$ cat src/rtl/assert_macros.svh
// ----------------------------------------------------------------------------
// assert_macros.svh
// Assertion shorthands used by the top-level RTL.
// ----------------------------------------------------------------------------
`ifndef ASSERT_MACROS_SVH
`define ASSERT_MACROS_SVH

// Same-cycle implication, disabled while reset is asserted.
`define PAT_ASSERT_IMPL(lbl, clk, rstn, ante, cons, msg) \
  lbl: assert property (@(posedge clk) disable iff (!(rstn)) (ante) |-> (cons)) \
    else $error(msg);

// Next-cycle implication, disabled while reset is asserted.
`define PAT_ASSERT_NEXT(lbl, clk, rstn, ante, cons, msg) \
  lbl: assert property (@(posedge clk) disable iff (!(rstn)) (ante) |=> (cons)) \
    else $error(msg);

`endif

$ cat src/rtl/pat_pkg.sv
// ----------------------------------------------------------------------------
// pat_pkg
// Payload types and fixed constants for the proximity averaging block.
// ----------------------------------------------------------------------------
package pat_pkg;

  localparam int SAMPLE_W = 10;
  localparam int SPREAD_W = 11;
  localparam int LIMIT_W  = 12;
  localparam int MARGIN_W = 10;

  localparam int APB_AW = 3;
  localparam int APB_DW = 32;

  // Word select bit of paddr; 0 = detect_margin
  localparam logic REG_DETECT_MARGIN = 1'b0;

  typedef enum logic {
    KIND_MEASURE = 1'b0,
    KIND_CALIB   = 1'b1
  } kind_e;

  typedef struct packed {
    logic                kind;
    logic [SAMPLE_W-1:0] sample;
  } pat_in_t;

  typedef struct packed {
    logic [SAMPLE_W-1:0] average;
    logic                raised;
    logic [SAMPLE_W-1:0] ambient_level;
    logic [SPREAD_W-1:0] ambient_spread;
    logic                calibrated;
  } pat_out_t;

endpackage

$ cat src/rtl/pat_ram.sv
// ----------------------------------------------------------------------------
// pat_ram
// Generic single write port RAM with registered read.
// ----------------------------------------------------------------------------
module pat_ram #(
  parameter int WIDTH = 10,
  parameter int DEPTH = 8,
  localparam int AW = (DEPTH > 1) ? $clog2(DEPTH) : 1
) (
  input  logic             clk_i,
  input  logic             we_i,
  input  logic [AW-1:0]    waddr_i,
  input  logic [WIDTH-1:0] wdata_i,
  input  logic [AW-1:0]    raddr_i,
  output logic [WIDTH-1:0] rdata_o
);

  logic [WIDTH-1:0] mem_q [DEPTH];
  logic [WIDTH-1:0] rdata_q;

  always_ff @(posedge clk_i) begin
    if (we_i) begin
      mem_q[waddr_i] <= wdata_i;
    end
    rdata_q <= mem_q[raddr_i];
  end

  assign rdata_o = rdata_q;

endmodule

$ cat src/rtl/pat_div.sv
// ----------------------------------------------------------------------------
// pat_div
// Shared divide-by-constant unit: multiplies by a rounded-up reciprocal.
// ----------------------------------------------------------------------------
module pat_div #(
  parameter int DW = 14,
  parameter int RS = 18
) (
  input  logic          clk_i,
  input  logic          rst_ni,
  input  logic          start_i,
  input  logic [DW-1:0] dividend_i,
  input  logic [RS:0]   recip_i,
  output logic          busy_o,
  output logic          done_o,
  output logic [DW-1:0] quotient_o
);

  localparam int PW = DW + RS + 1;

  logic          busy_q, done_q;
  logic [DW-1:0] dvd_q, quo_q;
  logic [RS:0]   rcp_q;
  logic [PW-1:0] prod;

  // Operands registered on start, product taken the next cycle
  assign prod = PW'(dvd_q) * PW'(rcp_q);

  always_ff @(posedge clk_i or negedge rst_ni) begin
    if (!rst_ni) begin
      busy_q <= 1'b0;
      done_q <= 1'b0;
    end else begin
      busy_q <= start_i;
      done_q <= busy_q;
    end
  end

  always_ff @(posedge clk_i) begin
    if (start_i) begin
      dvd_q <= dividend_i;
      rcp_q <= recip_i;
    end
    if (busy_q) begin
      quo_q <= prod[RS +: DW];
    end
  end

  assign busy_o     = busy_q;
  assign done_o     = done_q;
  assign quotient_o = quo_q;

endmodule

$ cat src/rtl/proximity_average_threshold_top.sv
// ----------------------------------------------------------------------------
// proximity_average_threshold_top
// Ring average of measurement samples against a calibrated ambient threshold.
// ----------------------------------------------------------------------------
// Usage:
//   Input channel in_valid_i / in_stall_o carries one request: kind and a
//   10-bit sample. Kind 0 writes the measurement ring, kind 1 collects a
//   calibration sample. Every request gives exactly one result on
//   out_valid_o / out_stall_i: ring average, ambient, spread, raised flag and
//   a calibrated flag for the request that closed a run.
//   One request is worked at a time; in_stall_o is high from accept until its
//   result is loaded into the output register. All divisions are by the ring
//   or run depth and go through one shared reciprocal multiplier. A
//   measurement updates the ring before the average is divided; a request
//   that closes a run first divides for the new ambient and walks the store
//   once for the absolute deviation, then divides for the spread. The input
//   is free again in the same cycle as the result goes valid.
//   The output register lets the next request be accepted while a result is
//   still held; a stalled result only holds the sequencer at its last step.
//   Reset clears the ring (valid bits), counters, sums, ambient, spread and
//   margin. No clearing pass is needed. detect_margin is written over APB.
// ----------------------------------------------------------------------------
`include "assert_macros.svh"

module proximity_average_threshold_top #(
  parameter int RING_DEPTH    = 8,
  parameter int CALIB_SAMPLES = 16
) (
  input  logic                              clk_i,
  input  logic                              rst_ni,
  // request channel
  input  logic                              in_valid_i,
  output logic                              in_stall_o,
  input  pat_pkg::pat_in_t                  in_req_i,
  // result channel
  output logic                              out_valid_o,
  input  logic                              out_stall_i,
  output pat_pkg::pat_out_t                 out_rsp_o,
  // register port
  input  logic                              psel,
  input  logic                              penable,
  input  logic                              pwrite,
  input  logic [pat_pkg::APB_AW-1:0]        paddr,
  input  logic [pat_pkg::APB_DW-1:0]        pwdata,
  output logic [pat_pkg::APB_DW-1:0]        prdata,
  output logic                              pready
);

  import pat_pkg::*;

  // Widths derived from the depths
  localparam int RPW = (RING_DEPTH > 1) ? $clog2(RING_DEPTH) : 1;
  localparam int RSW = SAMPLE_W + $clog2(RING_DEPTH);
  localparam int CAW = (CALIB_SAMPLES > 1) ? $clog2(CALIB_SAMPLES) : 1;
  localparam int CCW = $clog2(CALIB_SAMPLES + 1);
  localparam int CSW = SAMPLE_W + $clog2(CALIB_SAMPLES);
  localparam int DW  = (RSW > CSW) ? RSW : CSW;
  localparam int MAXD = (RING_DEPTH > CALIB_SAMPLES) ? RING_DEPTH : CALIB_SAMPLES;
  localparam int CLW = $clog2(MAXD);
  localparam int RS  = DW + CLW;
  localparam int RCW = RS + 1;
  localparam logic [RSW-1:0] RING_SUM_MAX = RSW'(RING_DEPTH * ((1 << SAMPLE_W) - 1));
  localparam logic [CCW-1:0] RUN_LEN = CCW'(CALIB_SAMPLES);

  // Reciprocals rounded up; the rounding error stays below 2**CLW, so the
  // quotient is exact for every dividend below 2**DW.
  localparam logic [RS:0] RING_RECIP =
    RCW'(((64'd1 << RS) + 64'(RING_DEPTH) - 64'd1) / 64'(RING_DEPTH));
  localparam logic [RS:0] CALIB_RECIP =
    RCW'(((64'd1 << RS) + 64'(CALIB_SAMPLES) - 64'd1) / 64'(CALIB_SAMPLES));

  // Sequencer
  typedef enum logic [9:0] {
    ST_IDLE     = 10'b00_0000_0001,
    ST_RING     = 10'b00_0000_0010,
    ST_LVL_GO   = 10'b00_0000_0100,
    ST_LVL_WAIT = 10'b00_0000_1000,
    ST_SWEEP    = 10'b00_0001_0000,
    ST_DEV_GO   = 10'b00_0010_0000,
    ST_DEV_WAIT = 10'b00_0100_0000,
    ST_AVG_GO   = 10'b00_1000_0000,
    ST_AVG_WAIT = 10'b01_0000_0000,
    ST_RESULT   = 10'b10_0000_0000
  } state_e;

  state_e state_q, state_d;

  // Control state
  logic [RPW-1:0]        ring_pos_q;
  logic [RING_DEPTH-1:0] ring_vld_q;
  logic [RSW-1:0]        ring_sum_q;
  logic [CCW-1:0]        calib_count_q;
  logic [CSW-1:0]        calib_sum_q;
  logic [SAMPLE_W-1:0]   ambient_q;
  logic [SPREAD_W-1:0]   spread_q;
  logic [MARGIN_W-1:0]   margin_q;
  logic [CCW-1:0]        sweep_idx_q;
  logic                  sweep_pend_q;
  logic [CSW-1:0]        dev_sum_q;
  logic                  out_valid_q;

  // Payload registers
  logic [SAMPLE_W-1:0]   sample_q;
  logic                  calib_done_q;
  logic [SAMPLE_W-1:0]   avg_q;
  pat_out_t              out_q;

  logic in_acc, out_free, cfg_wr;
  assign in_acc   = in_valid_i && !in_stall_o;
  assign out_free = !out_valid_q || !out_stall_i;
  assign cfg_wr   = psel && penable && pwrite && pready;

  // -------------------------------------------------------------- APB
  assign pready = 1'b1;
  always_comb begin
    prdata = '0;
    if (paddr[2] == REG_DETECT_MARGIN) begin
      prdata = APB_DW'(margin_q);
    end
  end

  always_ff @(posedge clk_i or negedge rst_ni) begin
    if (!rst_ni) begin
      margin_q <= '0;
    end else if (cfg_wr && (paddr[2] == REG_DETECT_MARGIN)) begin
      margin_q <= pwdata[MARGIN_W-1:0];
    end
  end

  // -------------------------------------------------------------- memories
  logic [SAMPLE_W-1:0] ring_rdata, calib_rdata;
  logic                ring_we, calib_we;

  // Ring read address follows the write slot, so the old sample is ready
  // in the cycle after accept.
  pat_ram #(.WIDTH(SAMPLE_W), .DEPTH(RING_DEPTH)) u_ring_ram (
    .clk_i   (clk_i),
    .we_i    (ring_we),
    .waddr_i (ring_pos_q),
    .wdata_i (sample_q),
    .raddr_i (ring_pos_q),
    .rdata_o (ring_rdata)
  );

  pat_ram #(.WIDTH(SAMPLE_W), .DEPTH(CALIB_SAMPLES)) u_calib_ram (
    .clk_i   (clk_i),
    .we_i    (calib_we),
    .waddr_i (calib_count_q[CAW-1:0]),
    .wdata_i (in_req_i.sample),
    .raddr_i (sweep_idx_q[CAW-1:0]),
    .rdata_o (calib_rdata)
  );

  assign ring_we  = (state_q == ST_RING);
  assign calib_we = in_acc && (in_req_i.kind == KIND_CALIB);

  // -------------------------------------------------------------- divider
  logic          div_start, div_busy, div_done;
  logic [DW-1:0] div_dividend, div_quo;
  logic [RS:0]   div_recip;

  pat_div #(.DW(DW), .RS(RS)) u_div (
    .clk_i      (clk_i),
    .rst_ni     (rst_ni),
    .start_i    (div_start),
    .dividend_i (div_dividend),
    .recip_i    (div_recip),
    .busy_o     (div_busy),
    .done_o     (div_done),
    .quotient_o (div_quo)
  );

  always_comb begin
    div_start    = 1'b0;
    div_dividend = DW'(ring_sum_q);
    div_recip    = RING_RECIP;
    case (state_q)
      ST_LVL_GO: begin
        div_start    = 1'b1;
        div_dividend = DW'(calib_sum_q);
        div_recip    = CALIB_RECIP;
      end
      ST_DEV_GO: begin
        div_start    = 1'b1;
        div_dividend = DW'(dev_sum_q);
        div_recip    = CALIB_RECIP;
      end
      ST_AVG_GO: begin
        div_start = 1'b1;
      end
      default: ;
    endcase
  end

  // -------------------------------------------------------------- datapath
  logic [SAMPLE_W-1:0] ring_old, abs_diff;
  logic [CCW-1:0]      count_inc;
  logic                run_full, sweep_end;
  logic [LIMIT_W-1:0]  limit;

  // Unwritten ring slots read as zero
  assign ring_old  = ring_vld_q[ring_pos_q] ? ring_rdata : '0;
  assign count_inc = calib_count_q + CCW'(1);
  assign run_full  = (count_inc == RUN_LEN);
  assign sweep_end = (sweep_idx_q == RUN_LEN);
  assign abs_diff  = (calib_rdata >= ambient_q) ? (calib_rdata - ambient_q)
                                                : (ambient_q - calib_rdata);
  assign limit     = LIMIT_W'(ambient_q) + LIMIT_W'(spread_q) + LIMIT_W'(margin_q);

  always_comb begin
    state_d = state_q;
    case (state_q)
      ST_IDLE: begin
        if (in_acc) begin
          if (in_req_i.kind == KIND_MEASURE) begin
            state_d = ST_RING;
          end else if (run_full) begin
            state_d = ST_LVL_GO;
          end else begin
            state_d = ST_AVG_GO;
          end
        end
      end
      ST_RING:     state_d = ST_AVG_GO;
      ST_LVL_GO:   state_d = ST_LVL_WAIT;
      ST_LVL_WAIT: if (div_done) state_d = ST_SWEEP;
      ST_SWEEP:    if (sweep_end && !sweep_pend_q) state_d = ST_DEV_GO;
      ST_DEV_GO:   state_d = ST_DEV_WAIT;
      ST_DEV_WAIT: if (div_done) state_d = ST_AVG_GO;
      ST_AVG_GO:   state_d = ST_AVG_WAIT;
      ST_AVG_WAIT: if (div_done) state_d = ST_RESULT;
      ST_RESULT:   if (out_free) state_d = ST_IDLE;
      default:     state_d = ST_IDLE;
    endcase
  end

  always_ff @(posedge clk_i or negedge rst_ni) begin
    if (!rst_ni) begin
      state_q       <= ST_IDLE;
      ring_pos_q    <= '0;
      ring_vld_q    <= '0;
      ring_sum_q    <= '0;
      calib_count_q <= '0;
      calib_sum_q   <= '0;
      ambient_q     <= '0;
      spread_q      <= '0;
      sweep_idx_q   <= '0;
      sweep_pend_q  <= 1'b0;
      dev_sum_q     <= '0;
      out_valid_q   <= 1'b0;
    end else begin
      state_q <= state_d;

      // Load wins over drain: a new result replaces the one leaving
      if ((state_q == ST_RESULT) && out_free) begin
        out_valid_q <= 1'b1;
      end else if (out_valid_q && !out_stall_i) begin
        out_valid_q <= 1'b0;
      end

      case (state_q)
        ST_IDLE: begin
          if (calib_we) begin
            calib_count_q <= count_inc;
            calib_sum_q   <= calib_sum_q + CSW'(in_req_i.sample);
          end
        end
        ST_RING: begin
          ring_sum_q             <= ring_sum_q - RSW'(ring_old) + RSW'(sample_q);
          ring_vld_q[ring_pos_q] <= 1'b1;
          if (ring_pos_q == RPW'(RING_DEPTH - 1)) begin
            ring_pos_q <= '0;
          end else begin
            ring_pos_q <= ring_pos_q + RPW'(1);
          end
        end
        ST_LVL_WAIT: begin
          if (div_done) begin
            // New ambient; run restarts
            ambient_q     <= div_quo[SAMPLE_W-1:0];
            calib_count_q <= '0;
            calib_sum_q   <= '0;
            sweep_idx_q   <= '0;
            sweep_pend_q  <= 1'b0;
            dev_sum_q     <= '0;
          end
        end
        ST_SWEEP: begin
          // Address issued, its data summed in the cycle after
          sweep_pend_q <= !sweep_end;
          if (!sweep_end) begin
            sweep_idx_q <= sweep_idx_q + CCW'(1);
          end
          if (sweep_pend_q) begin
            dev_sum_q <= dev_sum_q + CSW'(abs_diff);
          end
        end
        ST_DEV_WAIT: begin
          if (div_done) begin
            spread_q <= {div_quo[SAMPLE_W-1:0], 1'b0};
          end
        end
        default: ;
      endcase
    end
  end

  always_ff @(posedge clk_i) begin
    if (in_acc) begin
      sample_q     <= in_req_i.sample;
      calib_done_q <= (in_req_i.kind == KIND_CALIB) && run_full;
    end
    if ((state_q == ST_AVG_WAIT) && div_done) begin
      avg_q <= div_quo[SAMPLE_W-1:0];
    end
    if ((state_q == ST_RESULT) && out_free) begin
      out_q.average        <= avg_q;
      out_q.raised         <= (LIMIT_W'(avg_q) > limit);
      out_q.ambient_level  <= ambient_q;
      out_q.ambient_spread <= spread_q;
      out_q.calibrated     <= calib_done_q;
    end
  end

  assign in_stall_o  = (state_q != ST_IDLE);
  assign out_valid_o = out_valid_q;
  assign out_rsp_o   = out_q;

  // -------------------------------------------------------------- checks
  `PAT_ASSERT_IMPL(a_div_start_idle, clk_i, rst_ni, div_start, !div_busy, "divider restarted")
  `PAT_ASSERT_NEXT(a_accept_leaves_idle, clk_i, rst_ni, in_acc, in_stall_o, "accept ignored")
  `PAT_ASSERT_IMPL(a_ring_sum_bound, clk_i, rst_ni, 1'b1, ring_sum_q <= RING_SUM_MAX, "ring sum")
  `PAT_ASSERT_IMPL(a_count_bound, clk_i, rst_ni, !in_stall_o, calib_count_q < RUN_LEN, "run count")

endmodule

$ cat config.mk
export PLATFORM = sky130hd
export DESIGN_NAME = proximity_average_threshold_top
export DESIGN_NICKNAME = d
export VERILOG_FILES = /design/src/rtl/pat_pkg.sv /design/src/rtl/pat_ram.sv /design/src/rtl/pat_div.sv /design/src/rtl/proximity_average_threshold_top.sv
export VERILOG_INCLUDE_DIRS = /design/src /design/src/rtl
export SDC_FILE = /design/constraint.sdc
export NUM_CORES = 1
export LEC_CHECK = 0
export BUFFER_PORTS_ARGS = -buffer_cell sky130_fd_sc_hd__buf_2
export CORE_AREA = 2 2 317 319
export DETAILED_ROUTE_END_ITERATION = 12
export DIE_AREA = 0 0 319 321
export SLEW_MARGIN = 5
export SYNTH_ARGS = -nofsm -noshare
export SYNTH_HDL_FRONTEND = slang
export SYNTH_HIERARCHICAL = 1
export SYNTH_SLANG_ARGS = --single-unit
$ cat constraint.sdc
create_clock -name clk_i -period 6.2 [get_ports clk_i]
set_input_delay 1.24 -clock clk_i [delete_from_list [all_inputs] [get_ports clk_i]]
set_output_delay 1.24 -clock clk_i [all_outputs]
set_load 0.005 [all_outputs]
==> results of run 1 <==
-- routing by layer --
metal | track usage, % | up-vias
li1 | - | 8178
met1 | 18.2 | 8919
met2 | 20.1 | 343
met3 | 1.83 | 82
met4 | 3.17 | 2
met5 | 0 | -
-- layout make-up --
cell class	count	share of cell area, %
clock buffer	58	4.02
sequential	462	40.3
clock inverter	33	0.979
timing repair buffer	157	3.27
multi-input combinational	1485	43.1
inverter	292	3.36
tap	1298	4.98
-- sequential cells by signal (all words and copies together), names as in the netlist, 8 cells and up --
name / flops
u_calib_ram/mem_q: 160
u_ring_ram/mem_q: 80
out_rsp_o: 32
u_div/rcp_q: 19
calib_sum_q: 14
dev_sum_q: 14
u_div/dvd_q: 14
ring_sum_q: 13
ambient_q: 10
avg_q: 10
margin_q: 10
sample_q: 10
spread_q: 10
state_q: 10
u_calib_ram/rdata_o: 10
u_div/quotient_o: 10
u_ring_ram/rdata_o: 10
ring_vld_q: 8
-- critical path: cells and delay by family, from the launching register on --
kind | cells | cell delay, ns
adder cells (fa/ha/maj) | 7 | 3.45
AO/OA/AOI/OAI | 5 | 0.82
AND/OR/NAND/NOR | 3 | 0.63
flip-flops | 1 | 0.47
buffers and inverters | 5 | 0.43
-- per-stage QoR --
step	TNS (ns)	util [%]	cell area [sq um]	hold WS [ns]	setup WS, ns
after floorplan	0	-	28800	0.400	0.325
after global placement	0	31.1	30900	0.441	0.0749
after detailed placement	0	31.1	30900	0.444	0.0542
after CTS	0	32.7	32500	0.457	0.0840
after global routing	-0.0159	32.8	32600	0.474	-0.00929
final	0	32.8	32600	0.453	0.218
-- placed cells by master (no fill, tap or decap), types with 6 or more instances in the layout --
cell type / count
nor2_1: 89
buf_2: 71
clkbuf_16: 50
o21a_1: 11
a21o_1: 30
o21ai_0: 72
a211oi_1: 9
dfxtp_1: 20
dfrtp_1: 104
nor3_1: 24
buf_4: 80
conb_1: 41
xnor2_1: 19
clkinv_2: 15
or2_2: 6
mux4_2: 28
clkinv_1: 6
o21ai_1: 22
ha_1: 152
inv_1: 292
nand2_1: 223
a31oi_1: 7
fa_1: 219
a22oi_1: 33
mux2i_1: 13
nand3_1: 36
nand2b_1: 14
xor2_1: 37
nor2b_1: 31
mux4_1: 32
edfxtp_1: 336
o31ai_1: 8
and2_1: 122
nand4_1: 15
a21oi_1: 52
mux2_2: 32
-- worst paths after layout --
kind / to / slack, ns / depth (start not counted)
worst min-delay path: ring_vld_q[5] / 0.45 / 1
min in group asynchronous: calib_count_q[3] / 0.62 / 1
worst max register to register: u_div/quotient_o[9] / 0.22 / 20
max in group asynchronous: sweep_idx_q[0] / 4.13 / 2
worst max-delay path: u_div/quotient_o[9] / 0.22 / 20
worst min register to register: ring_vld_q[5] / 0.45 / 1
-- what timing repair did --
item                       4_1_cts  5_1_grt
setup endpoints to repair        0        6
buffers inserted                 0        8
gates resized for setup          0        9
hold buffers                     0        0
==> key figures, run 1 <==
Die
  • Die area: 102000 sq um
  • Top-level I/O count: 121
  • FP Rows: 116
  • Area of the core: 99300 sq um
  • Chip width: 319 um
  • Die height: 321 um
  • Initial Utilization: 28.9%

STA
  • Max_slew headroom: 27.5%
  • Final setup viols: 0
  • Final period util: 96.5%
  • Min Tclk post-route: 5.98 ns
  • Final hold violations: 0
  • Clock skew: 0.0659 ns
  • Unrepaired setup endpoints after global routing: yes
  • Slew Limit Fails: 0
  • Measured slew at the worst slew-check pin: 1.08 ns
  • Max Clock Freq: 167 MHz

Route
  • Post-route ant nets: 0
  • DRC violations left: 0
  • Wire per inst: 17.0 um
  • Vias per cell: 4.63
  • Via count: 17.5k
  • Routed WL: 64300 um
  • Met3 wire len: 2920 um
  • Initial drt markers: 1207
  • WL met2: 29400 um
  • DRT Pass-1 Iters: 5
  • Routed met1 length: 30700 um
  • Max layer used: met5

Setup path
  • CP arrival: 6.34 ns
  • Setup CP Type: flip-flop to flip-flop
  • CP Max Fanout: 8
  • CP startpoint kind: flip-flop
  • WP data required: 6.56 ns
  • Critical Path Max Stage Delay: 0.56 ns
  • Worst setup startpoint: u_div/dvd_q[4]
  • FF-to-FF Start: u_div/dvd_q[4]
  • Slowest stage cell, crit path: fa_1
  • Critical Path, Cell by Cell: buf_4, and2_1, fa_1, inv_1, fa_1, inv_1, fa_1, fa_1, fa_1, inv_1, fa_1, inv_1, ha_1, a21oi_1, o21ai_1, or2_2, o21ai_4, nand2_1, o21ai_1, a31oi_1
  • Cell mode on critical path: fa_1
  • Setup crit end kind: flip-flop

Final layout
  • Fillers: 9916
  • # nets final: 2874
  • Fraction of layout cells with a size suffix above 1: 13.8%
  • FF+latch area: 13100 sq um
  • Area Growth Syn to Fin: 13.6%
  • Diode count: 0
  • Multi-input gate area: 14000 sq um
  • Fin cells: 3785

CTS
  • Clock buffer count from CTS: 50
  • TritonCTS clock tree: built
  • CTS Buffer Depth: 3
  • Num Clock Sinks: 462
  • Clk_lat worst skew: 0.64 ns
  • CTS Root Cell: clkbuf_16
  • Htree depth: 2
  • Worst-path clk slew: 0.06 ns

GRT
  • First-pass GRT wire length: 102000 um
  • Largest net degree at the start of global routing: 64
  • Vias in the first global route: 17.7k
  • Initial antenna violation count: 2
  • Congestion Overflow GR: 0
  • GRT Resource Usage Total: 12.7%

Run status
  • Status: completed

Place
  • # port buffers: 72
  • GP Congestion: 0.836
  • Post-Place Cells: 3686
  • DP Wirelength: 47100 um

Synth
  • Yosys warnings: 6
  • Mapped Avg Cell Area: 12.4 sq um
  • Mapped Area: 28700 sq um
  • Cells after Synth: 2314

Min path
  • Worst min path class: flip-flop to flip-flop
  • Hold Crit Start: ring_vld_q[5]

Run
  • Number of max-cap violations: 0
Power of run 1 is not shown: default switching activity piles up to over one toggle a cycle in this logic, so the estimate is an artifact.
==> run 2: changes to the inputs <==
CTS_BUF_LIST = sky130_fd_sc_hd__clkbuf_16   (was unset)
RECOVER_POWER = 25   (was unset)
==> run 2 against run 1 <==
  * The run now ends with capacitance limit, slew limit left
  * Register-to-register slack about the same
  * Global-route usage about the same
  * Worst hold slack barely moved
  * Die area did not move
  * Sequential share of layout area rose by 0.053 points
  * Critical path depth stayed put
  * Utilization is essentially flat
  * Non-clock buffer count unchanged
  * Count of clock-buffer cells in the layout decreased by 8
  * First-iteration DRC count is 2.6% higher
  * Cell count stayed put
  * Worst setup slack better by 0.0082 ns
==> key figures, run 2 (same netlist as run 1, synthesis figures left out) <==
Route
  • Via count: 17.5k (about the same)
  • Post-route ant nets: 0 (unchanged)
  • DRT Pass-1 Iters: 8 (was 5)
  • Routed WL: 64300 um (about the same)
  • Wire per inst: 17.0 um (about the same)
  • Initial drt markers: 1238 (was 1207)
  • Vias per cell: 4.61 (was 4.63)
  • DRC violations left: 0 (unchanged)

Die
  • FP Rows: 116 (unchanged)
  • Top-level I/O count: 121 (unchanged)
  • Die area: 102000 sq um (unchanged)
  • Initial Utilization: 28.9% (unchanged)
  • Die height: 321 um (unchanged)
  • Area of the core: 99300 sq um (unchanged)
  • Chip width: 319 um (unchanged)

Final layout
  • Most frequent cells in the layout: 336 x edfxtp_1, 297 x inv_1, 223 x nand2_1 (was 336 x edfxtp_1, 292 x inv_1, 223 x nand2_1)
  • Most common cell after layout, fill and taps aside: edfxtp_1 (unchanged)
  • Diode count: 0 (unchanged)
  • Max reg flops: 160 (unchanged)
  • Biggest register: u_calib_ram/mem_q (unchanged)
  • Post-Route Utilization: 32.8% (about the same)
  • Fraction of layout cells with a size suffix above 1: 13.5% (was 13.8%)
  • Fin cells: 3785 (unchanged)
  • Area Growth Syn to Fin: 13.4% (was 13.6%)
  • # nets final: 2874 (unchanged)

STA
  • Slew Limit Fails: 45 (was 0)
  • Final hold violations: 0 (unchanged)
  • Clock skew: 0.0652 ns (was 0.0659 ns)
  • Final setup viols: 0 (unchanged)
  • Max Clock Freq: 167 MHz (about the same)
  • Min Tclk post-route: 5.97 ns (was 5.98 ns)
  • Measured slew at the worst slew-check pin: 2.66 ns (was 1.08 ns)
  • TNS Setup: 0 ns (unchanged)
  • Hold_ws: 0.453 ns (about the same)
  • Unrepaired setup endpoints after global routing: yes (unchanged)
  • Max_slew headroom: -77.0% (was 27.5%)
  • Final period util: 96.4% (was 96.5%)

GRT
  • Initial antenna violation count: 2 (unchanged)
  • First-pass GRT wire length: 102000 um (about the same)
  • GRT Resource Usage Total: 12.7% (about the same)
  • Vias in the first global route: 17.7k (about the same)
  • Largest net degree at the start of global routing: 64 (unchanged)
  • Congestion Overflow GR: 0 (unchanged)

Run status
  • Status: finished with violations (was completed)
  • Failing checks: capacitance limit, slew limit

Run
  • Number of max-cap violations: 1 (was 0)

Setup path
  • Setup crit end kind: flip-flop (unchanged)
  • Critical Path, Cell by Cell: buf_4, and2_1, fa_1, inv_1, fa_1, inv_1, fa_1, fa_1, fa_1, inv_1, fa_1, inv_1, ha_1, a21oi_1, o21ai_1, or2_2, o21ai_4, nand2_1, o21ai_1, a31oi_1 (unchanged)
  • Worst R2R Setup Slack: 0.23 ns (was 0.22 ns)
  • Worst path top cell family by delay: adder cells (unchanged)
  • CP Buf/Inv Count: 5 (unchanged)
  • CP arrival: 6.34 ns (about the same)
  • Slowest stage cell, crit path: fa_1 (unchanged)
  • Setup CP Type: flip-flop to flip-flop (unchanged)
  • Cell mode on critical path: fa_1 (unchanged)
  • Critical Path Max Stage Delay: 0.56 ns (about the same)
  • CP Max Fanout: 8 (unchanged)
  • CP startpoint kind: flip-flop (unchanged)
  • WP data required: 6.56 ns (about the same)

CTS
  • Clock buffer count from CTS: 50 (unchanged)
  • Htree depth: 2 (unchanged)
  • Clk_lat worst skew: 0.64 ns (about the same)
  • Worst-path clk slew: 0.06 ns (about the same)
  • CTS Buffer Depth: 3 (unchanged)
  • CTS Root Cell: clkbuf_16 (unchanged)
  • TritonCTS clock tree: built (unchanged)
  • Num Clock Sinks: 462 (unchanged)

Place
  • DP Wirelength: 47100 um (unchanged)
  • Post-Place Cells: 3686 (unchanged)
  • GP Congestion: 0.836 (unchanged)
  • # port buffers: 72 (unchanged)

Min path
  • Worst min path class: flip-flop to flip-flop (unchanged)
## run 2: cell count changes in the layout (fill, tap and decap cells not counted), sizes merged
cell,previous run,this run
clkbuf,58,56
clkinv,26,28
inv,295,301
buf,157,151
## run 2: layout make-up
| class | count | area, sq um |
|---|---|---|
| Multi-Input combinational cell | 1485 | 14000 |
| Inverter | 292 | 1100 |
| Clock buffer | 50 | 1250 |
| Tap cell | 1298 | 1620 |
| Timing Repair Buffer | 157 | 1050 |
| Clock inverter | 41 | 349 |
| Fill cell | 9922 | 66700 |
| Sequential cell | 462 | 13100 |
## run 2: per-layer routing
| layer | share of wire [%] | track usage (%) | up-vias |
|---|---|---|---|
| li1 | - | - | 8184 |
| met2 | 46 | 20.1 | 328 |
| met4 | 2.0 | 3.17 | 2 |
| met1 | 48 | 18.2 | 8862 |
| met5 | 0.020 | 0 | - |
| met3 | 4.2 | 1.83 | 82 |
## run 2: final timing paths
check,to,cells after the start,startpoint
worst max-delay path,u_div/quotient_o[9],20,u_div/dvd_q[4]
max in group asynchronous,sweep_idx_q[0],2,rst_ni
worst min register to register,ring_vld_q[5],1,ring_vld_q[5]
min in group asynchronous,calib_count_q[0],1,rst_ni
worst min-delay path,ring_vld_q[5],1,ring_vld_q[5]
worst max register to register,u_div/quotient_o[9],20,u_div/dvd_q[4]
## run 2: stage by stage
step | setup slack, ns | instance area [sq um]
6_report | 0.226 | 32600
2_1_floorplan | 0.325 | 28800
3_5_place_dp | 0.0542 | 30900
5_1_grt | -0.00910 | 32600
4_1_cts | 0.0840 | 32500
3_3_place_gp | 0.0749 | 30900
## run 2: what timing repair did
action	in CTS	in global routing
endpoints found under the setup margin	0	6
gates resized for setup	0	9
hold buffers	0	0
setup buffers	0	8
Power of run 2 is left out for the same reason.
